[config.mk]
export PLATFORM = sky130hd
export DESIGN_NAME = sha256_stream_hasher
export DESIGN_NICKNAME = d
export VERILOG_FILES = /design/src/design/sha_pkg.sv /design/src/design/sha_datapath.sv /design/src/design/sha_ctrl.sv /design/src/design/sha256_stream_hasher.sv
export SDC_FILE = /design/constraint.sdc
export NUM_CORES = 2
export LEC_CHECK = 0
export ABC_AREA = 1
export BUFFER_PORTS_ARGS = -buffer_cell sky130_fd_sc_hd__buf_4
export CAP_MARGIN = 30
export CORE_ASPECT_RATIO = 0.5
export CORE_MARGIN = 5
export CORE_UTILIZATION = 30
export CTS_CLUSTER_SIZE = 16
export DETAILED_ROUTE_END_ITERATION = 8
export PLACE_DENSITY = 0.46
export RECOVER_POWER = 25
export SYNTH_ARGS = -nofsm -noshare
export SYNTH_HDL_FRONTEND = slang
export SYNTH_HIERARCHICAL = 1
export SYNTH_SLANG_ARGS = --single-unit
export TNS_END_PERCENT = 1
[constraint.sdc]
create_clock -name clk -period 13.5 [get_ports clk]
set_clock_uncertainty 0.05 [all_clocks]
set_input_delay 0 -clock clk [delete_from_list [all_inputs] [get_ports clk]]
set_output_delay 0 -clock clk [all_outputs]
set_load 0.1 [all_outputs]
[src/design/sha_pkg.sv]
`default_nettype none
// ----------------------------------------------------------------------------
// SHA-256 package
// Round constants, initial hash values and shared command/status types.
// ----------------------------------------------------------------------------
package sha_pkg;

	localparam logic [1:0] KIND_BYTE   = 2'd0;
	localparam logic [1:0] KIND_FINAL  = 2'd1;
	localparam logic [1:0] KIND_END    = 2'd2;
	localparam logic [1:0] KIND_UNUSED = 2'd3;

	// Byte source selection for the block buffer.
	localparam logic [1:0] SRC_DATA = 2'd0;
	localparam logic [1:0] SRC_PAD  = 2'd1;
	localparam logic [1:0] SRC_ZERO = 2'd2;
	localparam logic [1:0] SRC_LEN  = 2'd3;

	localparam logic [5:0] LEN_POS = 6'd56;

	typedef struct packed {
		logic       push;       // write one byte into the block buffer
		logic [1:0] src;
		logic [7:0] data;
		logic       add_bits;   // count eight message bits
		logic       load;       // start compression: load working regs
		logic       round;      // one compression round
		logic       fold;       // add working regs into the hash words
		logic       restart;    // back to initial hash values
		logic       shift_out;  // rotate hash words for output
		logic       latch_len;  // capture bit count for padding
	} sha_cmd_t;

	typedef struct packed {
		logic [5:0] fill;
		logic       rounds_done;
	} sha_stat_t;

	function automatic logic [31:0] round_k(input logic [5:0] r);
		logic [31:0] k [64];
		k = '{
			32'h428a2f98, 32'h71374491, 32'hb5c0fbcf, 32'he9b5dba5,
			32'h3956c25b, 32'h59f111f1, 32'h923f82a4, 32'hab1c5ed5,
			32'hd807aa98, 32'h12835b01, 32'h243185be, 32'h550c7dc3,
			32'h72be5d74, 32'h80deb1fe, 32'h9bdc06a7, 32'hc19bf174,
			32'he49b69c1, 32'hefbe4786, 32'h0fc19dc6, 32'h240ca1cc,
			32'h2de92c6f, 32'h4a7484aa, 32'h5cb0a9dc, 32'h76f988da,
			32'h983e5152, 32'ha831c66d, 32'hb00327c8, 32'hbf597fc7,
			32'hc6e00bf3, 32'hd5a79147, 32'h06ca6351, 32'h14292967,
			32'h27b70a85, 32'h2e1b2138, 32'h4d2c6dfc, 32'h53380d13,
			32'h650a7354, 32'h766a0abb, 32'h81c2c92e, 32'h92722c85,
			32'ha2bfe8a1, 32'ha81a664b, 32'hc24b8b70, 32'hc76c51a3,
			32'hd192e819, 32'hd6990624, 32'hf40e3585, 32'h106aa070,
			32'h19a4c116, 32'h1e376c08, 32'h2748774c, 32'h34b0bcb5,
			32'h391c0cb3, 32'h4ed8aa4a, 32'h5b9cca4f, 32'h682e6ff3,
			32'h748f82ee, 32'h78a5636f, 32'h84c87814, 32'h8cc70208,
			32'h90befffa, 32'ha4506ceb, 32'hbef9a3f7, 32'hc67178f2};
		return k[r];
	endfunction

	function automatic logic [31:0] init_hash(input logic [2:0] i);
		logic [31:0] h [8];
		h = '{32'h6a09e667, 32'hbb67ae85, 32'h3c6ef372, 32'ha54ff53a,
			32'h510e527f, 32'h9b05688c, 32'h1f83d9ab, 32'h5be0cd19};
		return h[i];
	endfunction

endpackage
`default_nettype wire

[src/design/sha_datapath.sv]
`default_nettype none
// ----------------------------------------------------------------------------
// SHA-256 datapath
// Block buffer, bit counter, message schedule and one-round-per-cycle core.
// ----------------------------------------------------------------------------
module sha_datapath (
	input  wire               clk,
	input  wire               arst_n,
	input  sha_pkg::sha_cmd_t cmd,
	output sha_pkg::sha_stat_t stat,
	output logic [31:0]       digest_word
);
	import sha_pkg::*;

	// The block is held as sixteen big-endian words, filled one byte at a time.
	logic [31:0] block_q [16];
	logic [31:0] sched_q [16];
	logic [31:0] hash_q [8];
	logic [31:0] work_q [8];
	logic [5:0]  fill_q;
	logic [5:0]  rnd_q;
	logic        busy_q;
	logic [63:0] bits_q;
	logic [63:0] len_q;
	logic [7:0]  byte_d;
	logic [31:0] w, x15, x2, g0, g1, t1, t2, e, a;
	logic [3:0]  slot;

	always_comb begin
		case (cmd.src)
			SRC_DATA: byte_d = cmd.data;
			SRC_PAD:  byte_d = 8'h80;
			SRC_ZERO: byte_d = 8'h00;
			default:  byte_d = len_q[63 - {fill_q[2:0], 3'd0} -: 8];
		endcase
	end

	// The first sixteen rounds read the block; later ones extend the schedule.
	always_comb begin
		slot = rnd_q[3:0];
		x15  = sched_q[slot + 4'd1];
		x2   = sched_q[slot + 4'd14];
		g0   = {x15[6:0], x15[31:7]} ^ {x15[17:0], x15[31:18]} ^ (x15 >> 3);
		g1   = {x2[16:0], x2[31:17]} ^ {x2[18:0], x2[31:19]} ^ (x2 >> 10);
		if (rnd_q < 6'd16)
			w = block_q[slot];
		else
			w = sched_q[slot] + g0 + sched_q[slot + 4'd9] + g1;
		e  = work_q[4];
		a  = work_q[0];
		t1 = work_q[7] + ({e[5:0], e[31:6]} ^ {e[10:0], e[31:11]} ^ {e[24:0], e[31:25]})
			+ ((e & work_q[5]) ^ (~e & work_q[6])) + round_k(rnd_q) + w;
		t2 = ({a[1:0], a[31:2]} ^ {a[12:0], a[31:13]} ^ {a[21:0], a[31:22]})
			+ ((a & work_q[1]) ^ (a & work_q[2]) ^ (work_q[1] & work_q[2]));
	end

	always_ff @(posedge clk) begin
		if (cmd.push)
			block_q[fill_q[5:2]][{~fill_q[1:0], 3'd0} +: 8] <= byte_d;
		if (cmd.round && busy_q) begin
			sched_q[slot] <= w;
			work_q[7] <= work_q[6];
			work_q[6] <= work_q[5];
			work_q[5] <= work_q[4];
			work_q[4] <= work_q[3] + t1;
			work_q[3] <= work_q[2];
			work_q[2] <= work_q[1];
			work_q[1] <= work_q[0];
			work_q[0] <= t1 + t2;
		end else if (cmd.load) begin
			for (int i = 0; i < 8; i++)
				work_q[i] <= hash_q[i];
		end
		if (cmd.latch_len)
			len_q <= bits_q;
	end

	always_ff @(posedge clk or negedge arst_n) begin
		if (!arst_n) begin
			fill_q <= '0;
			rnd_q  <= '0;
			busy_q <= 1'b0;
			bits_q <= '0;
			for (int i = 0; i < 8; i++)
				hash_q[i] <= init_hash(3'(i));
		end else begin
			if (cmd.push)
				fill_q <= fill_q + 6'd1;
			if (cmd.add_bits)
				bits_q <= bits_q + 64'd8;
			if (cmd.load) begin
				busy_q <= 1'b1;
				rnd_q  <= '0;
			end else if (cmd.round && busy_q) begin
				rnd_q <= rnd_q + 6'd1;
				if (rnd_q == 6'd63)
					busy_q <= 1'b0;
			end
			if (cmd.fold) begin
				for (int i = 0; i < 8; i++)
					hash_q[i] <= hash_q[i] + work_q[i];
			end else if (cmd.restart) begin
				bits_q <= '0;
				fill_q <= '0;
				for (int i = 0; i < 8; i++)
					hash_q[i] <= init_hash(3'(i));
			end else if (cmd.shift_out) begin
				for (int i = 0; i < 7; i++)
					hash_q[i] <= hash_q[i + 1];
				hash_q[7] <= hash_q[0];
			end
		end
	end

	assign stat.fill        = fill_q;
	assign stat.rounds_done = !busy_q;
	assign digest_word      = hash_q[0];

endmodule
`default_nettype wire

[src/design/sha_ctrl.sv]
`default_nettype none
// ----------------------------------------------------------------------------
// SHA-256 controller
// Sequences byte intake, padding, compression and digest output.
// ----------------------------------------------------------------------------
module sha_ctrl (
	input  wire                clk,
	input  wire                arst_n,
	input  wire                in_valid,
	output logic               in_stall,
	input  wire  [1:0]         kind,
	input  wire  [7:0]         data_byte,
	output logic               out_valid,
	input  wire                out_stall,
	output logic [2:0]         word_index,
	output logic               last_word,
	output sha_pkg::sha_cmd_t  cmd,
	input  sha_pkg::sha_stat_t stat
);
	import sha_pkg::*;

	localparam logic [2:0] ST_IDLE = 3'd0;
	localparam logic [2:0] ST_COMP = 3'd1;
	localparam logic [2:0] ST_FOLD = 3'd2;
	localparam logic [2:0] ST_PAD  = 3'd3;
	localparam logic [2:0] ST_OUT  = 3'd4;

	// Padding phases.
	localparam logic [1:0] PAD_NONE = 2'd0;
	localparam logic [1:0] PAD_MARK = 2'd1;  // 0x80 still to be written
	localparam logic [1:0] PAD_LEN  = 2'd2;  // zeros, then length in this block
	localparam logic [1:0] PAD_ZERO = 2'd3;  // zeros to block end, length block follows

	logic [2:0] state_q, state_d;
	logic [1:0] pad_q, pad_d;
	logic       fin_q, fin_d;    // padding in progress for this transaction
	logic [2:0] idx_q, idx_d;
	logic       take;

	assign in_stall   = (state_q != ST_IDLE);
	assign take       = in_valid && !in_stall;
	assign out_valid  = (state_q == ST_OUT);
	assign word_index = idx_q;
	assign last_word  = (idx_q == 3'd7);

	always_comb begin
		cmd     = '0;
		state_d = state_q;
		pad_d   = pad_q;
		fin_d   = fin_q;
		idx_d   = idx_q;
		unique case (state_q)
			ST_IDLE: begin
				if (take && kind != KIND_UNUSED) begin
					cmd.src  = SRC_DATA;
					cmd.data = data_byte;
					if (kind != KIND_END) begin
						cmd.push     = 1'b1;
						cmd.add_bits = 1'b1;
					end
					if (kind != KIND_BYTE) begin
						fin_d   = 1'b1;
						pad_d   = PAD_MARK;
						state_d = ST_PAD;
					end
					if (kind != KIND_END && stat.fill == 6'd63) begin
						cmd.load = 1'b1;
						state_d  = ST_COMP;
					end
				end
			end
			ST_PAD: begin
				cmd.push = 1'b1;
				if (pad_q == PAD_MARK) begin
					// Bit count is final once the last byte has been counted.
					cmd.latch_len = 1'b1;
					cmd.src = SRC_PAD;
					// The eight length bytes fit only if the marker lands before them.
					pad_d   = (stat.fill < LEN_POS) ? PAD_LEN : PAD_ZERO;
				end else if (pad_q == PAD_LEN && stat.fill >= LEN_POS)
					cmd.src = SRC_LEN;
				else
					cmd.src = SRC_ZERO;
				if (stat.fill == 6'd63) begin
					cmd.load = 1'b1;
					state_d  = ST_COMP;
				end
			end
			ST_COMP: begin
				cmd.round = 1'b1;
				if (stat.rounds_done)
					state_d = ST_FOLD;
			end
			ST_FOLD: begin
				cmd.fold = 1'b1;
				if (!fin_q)
					state_d = ST_IDLE;
				else if (pad_q == PAD_LEN) begin
					state_d = ST_OUT;
					idx_d   = '0;
				end else begin
					// The block filled before the length went in; pad the next one.
					if (pad_q == PAD_ZERO)
						pad_d = PAD_LEN;
					state_d = ST_PAD;
				end
			end
			ST_OUT: begin
				if (!out_stall) begin
					cmd.shift_out = 1'b1;
					idx_d = idx_q + 3'd1;
					if (idx_q == 3'd7) begin
						cmd.shift_out = 1'b0;
						cmd.restart   = 1'b1;
						fin_d   = 1'b0;
						pad_d   = PAD_NONE;
						idx_d   = '0;
						state_d = ST_IDLE;
					end
				end
			end
			default: state_d = ST_IDLE;
		endcase
	end

	always_ff @(posedge clk or negedge arst_n) begin
		if (!arst_n) begin
			state_q <= ST_IDLE;
			pad_q   <= PAD_NONE;
			fin_q   <= 1'b0;
			idx_q   <= '0;
		end else begin
			state_q <= state_d;
			pad_q   <= pad_d;
			fin_q   <= fin_d;
			idx_q   <= idx_d;
		end
	end

endmodule
`default_nettype wire

[src/design/sha256_stream_hasher.sv]
`default_nettype none
// ----------------------------------------------------------------------------
// SHA-256 stream hasher
// Hashes a byte stream and emits the eight digest words per message.
// ----------------------------------------------------------------------------
// Channel | Direction | Handshake          | Payload
// input   | in        | in_valid/in_stall  | kind, data_byte
// output  | out       | out_valid/out_stall| digest_word, word_index, last_word
//
// An ordinary byte does not stall the input; the 64th byte of a block starts
// the 64 compression rounds, one per cycle in a single round unit.
// A final transaction pads one byte per cycle, compresses once or twice,
// then presents eight words, one per cycle when the output is not stalled.
// Reset restores the initial hash values and clears the byte and bit counts.
// in_stall is high from the cycle after an accepted block-ending byte until
// the block is folded, and during padding and output.
module sha256_stream_hasher (
	input  wire         clk,
	input  wire         arst_n,
	input  wire         in_valid,
	output logic        in_stall,
	input  wire  [1:0]  kind,
	input  wire  [7:0]  data_byte,
	output logic        out_valid,
	input  wire         out_stall,
	output logic [31:0] digest_word,
	output logic [2:0]  word_index,
	output logic        last_word
);
	import sha_pkg::*;

	sha_cmd_t  cmd;
	sha_stat_t stat;

	sha_ctrl u_ctrl (
		.clk(clk), .arst_n(arst_n),
		.in_valid(in_valid), .in_stall(in_stall),
		.kind(kind), .data_byte(data_byte),
		.out_valid(out_valid), .out_stall(out_stall),
		.word_index(word_index), .last_word(last_word),
		.cmd(cmd), .stat(stat)
	);

	sha_datapath u_dp (
		.clk(clk), .arst_n(arst_n),
		.cmd(cmd), .stat(stat), .digest_word(digest_word)
	);

	a_no_accept_while_out: assert property (@(posedge clk) disable iff (!arst_n)
		out_valid |-> in_stall) else $error("input accepted during output");
	a_last_is_seven: assert property (@(posedge clk) disable iff (!arst_n)
		(out_valid && last_word) |-> (word_index == 3'd7)) else $error("bad last word");
	a_idx_advance: assert property (@(posedge clk) disable iff (!arst_n)
		(out_valid && !out_stall && !last_word) |=> (out_valid
		&& word_index == $past(word_index) + 3'd1)) else $error("word order broken");

endmodule
`default_nettype wire

==> flow_metrics.tcl <==
set metrics [dict create \
    grt_busiest_layer "met2" \
    htree_levels 4 \
    routed_via_density 5.39 \
    critPathKind "flip-flop to flip-flop" \
    ys_warn_count 6 \
    ys.flop_type "edfxtp_1" \
    yosysUniqueCellTypes 86 \
    utilization 0.336 \
    pre_cts_ws_ps 532 \
    cp-end-kind "flip-flop" \
    grtUsageMet3 0.0345 \
    cp-start-kind "flip-flop" \
    synth_cells 12000 \
    synth_most_common_cell "nand2_1" \
    yosysSeqAreaShare 0.462 \
    drive_gt1_frac 0.0751 \
    rsz0062_at_grt "yes" \
    syn_to_final_growth_pct 11.6 \
    cts_tree "yes" \
    hp-start "kind[0]" \
    tns_ps 0 \
    synth_top_area_frac 0.380 \
    period_share 0.945 \
    clock.fmax_mhz 78.4 \
    worst_pin_slew_ps 4220 \
    fin_nets 12500 \
    grt_max_degree 156 \
    rr_endpoint "u_dp/work_q[0][31]" \
    num_io_pins 52 \
    wl_per_cell_um 26.7 \
    whs_path_depth 8 \
    root_buffer "clkbuf_16" \
    postCtsSetupBuffers 0 \
    cts_max_path_buffers 4 \
    rows 154 \
    crit_fanout 153 \
    hold_viol_final 0 \
    io_buffers 51 \
    grt_pass1_vias 86200 \
    die-height_um 430 \
    grt_use_met2 0.372 \
    setup_ws_ps 737 \
    numCtsBuffers 187 \
    dr.pass1.iters 7 \
    final_antenna_net_count 0 \
    hold_path_class "input port to flip-flop" \
    die-area_sq_um 366000 \
    slew_headroom -1.81 \
    yosys-top-cells-area "edfxtp_1 38%, nand2_1 7.9%, o21ai_0 6.0%, a21oi_1 5.0%, ha_1 4.9%" \
    outcome "finished with violations" \
    fin_crit_ps 12760 \
    slowest_delay_ps 610 \
    synth_area_leader_cell "edfxtp_1" \
    synth_seq_cells 1680 \
    core_area_sq_um 352000 \
    hpwlAfterDp_mm 317 \
    worst_r2r_startpoint "u_dp/rnd_q[0]" \
    initial_core_util 0.301 \
    drt-initial-drc-count 9319 \
    drc 0 \
    globalplace.congestion 0.950 \
    drt_wl_total_mm 448 \
    track_usage 0.235 \
    cts_sinks 1680 \
    synth_commonest_cells "2225 x nand2_1, 1341 x edfxtp_1, 1266 x o21ai_0, 1245 x inv_1, 1056 x a21oi_1" \
    critical_path_arrival_ps 13330 \
    crit_start "u_dp/rnd_q[0]" \
    slew_violations 765 \
    r2r_slack_ps 740 \
    place_inst 16400 \
    finalSetupViolCount 0 \
    worstRegToRegCells 49 \
    grtUsageMet1 0.333 \
    crit_top_cell "nand2_1" \
    grt_pass1_wl_mm 633 \
    violations "capacitance limit, slew limit" \
    min_to "u_ctrl/state_q[0]" \
    clk_pin_slew_worst_paths_ps 60 \
    grt_overflow 0 \
    stdcell_count 16700 \
    maxCapViolations 21 \
    syn_area_sq_um 106000 \
    required_ps 14070 \
    syn_avg_cell_area_sq_um 8.85 \
    antenna_found_initial 10 \
    fillCellCount 36400 \
    synthArstFlopShare 0.202 \
    synth_edf_count 1341 \
    slowest_stage "dfrtp_4" \
    synth.net_count 12600 \
    fp.dieW_um 850 \
    vias 90300 \
    insertion_delay_ps 930 \
]
## kinds of logic (layout without fill, tap and decap cells)
logic type               count (synthesis)  count (layout)  share of synthesized area
other                                    0               5                          0
AO/OA/AOI/OAI                         3433            3433                      0.186
XOR/XNOR                               445             445                     0.0370
AND/OR/NAND/NOR                       3808            3808                      0.146
adder cells (fa/ha/maj)                610             610                     0.0858
flip-flops                            1680            1680                      0.462
multiplexers                            88              88                    0.00955
buffers and inverters                 1904            1985                     0.0732
## how the worst max path moves through the flow
stage | slack [ps] | depth (start not counted) | end
5_1_grt | -10 | 61 | u_dp/work_q[0][31]
2_1_floorplan | 1540 | 65 | u_dp/work_q[0][31]
6_report | 740 | 49 | u_dp/work_q[0][31]
3_5_place_dp | 530 | 61 | u_dp/work_q[0][30]
4_1_cts | 350 | 61 | u_dp/work_q[0][30]
3_3_place_gp | 330 | 61 | u_dp/work_q[0][30]
## state kept, by name, indices dropped and copies added, names as in the netlist, 6 cells and up
| register | flops |
|---|---|
| u_dp/bits_q | 61 |
| u_dp/block_q | 512 |
| u_dp/digest_word | 32 |
| u_dp/fill_q | 6 |
| u_dp/hash_q | 224 |
| u_dp/len_q | 61 |
| u_dp/rnd_q | 6 |
| u_dp/sched_q | 512 |
| u_dp/work_q | 256 |
## metal layers
| layer | vias up | wire (um) |
|---|---|---|
| li1 | 41300 | - |
| met1 | 44800 | 203000 |
| met2 | 3507 | 199000 |
| met3 | 652 | 31100 |
| met4 | 0 | 14800 |
| met5 | - | 0 |
## critical path: cells and delay by family (launching register included)
family | cells | cell delay (ps)
XOR/XNOR | 4 | 1110
AO/OA/AOI/OAI | 11 | 2510
flip-flops | 1 | 610
adder cells (fa/ha/maj) | 9 | 4190
buffers and inverters | 8 | 1200
AND/OR/NAND/NOR | 17 | 2460
## cell type report
type,count,area [sq um],share of cell area
multi-input cells,8384,49600,0.419
flip-flops and latches,1680,48900,0.414
well taps,4680,5860,0.0495
clock buffers,238,5060,0.0428
inverters,1271,4820,0.0408
repair buffers,375,3020,0.0255
clock inverters,101,957,0.00810
diodes,5,12.5,0.000106
## cells in the final DEF (no fill, tap or decap), types with 195 or more instances in the layout
cell / synthesis / final
nor2_1: 892 / 879
a21oi_1: 1056 / 1056
o21ai_0: 1266 / 1264
a22oi_1: 300 / 300
xor2_1: 268 / 267
inv_1: 1245 / 1239
nand3_1: 396 / 397
buf_4: 76 / 237
nand2_1: 2225 / 2225
dfrtp_1: 203 / 200
ha_1: 412 / 408
edfxtp_1: 1341 / 1341
fa_1: 195 / 195
## repair_timing
item	in CTS	in global routing
setup endpoints to repair	0	11
hold endpoints to repair	318	0
hold buffers	19	0
resized for setup	0	13
## through the flow
| step | hold WS [ps] | area, sq um |
|---|---|---|
| final | 140 | 118000 |
| after global routing | 197 | 118000 |
| after CTS | 16.3 | 118000 |
| after detailed placement | 80.7 | 112000 |
| after global placement | 73.4 | 112000 |
| after floorplan | -346 | 106000 |
Power is not shown: default switching activity piles up to over one toggle a cycle in this logic, so the estimate is an artifact.
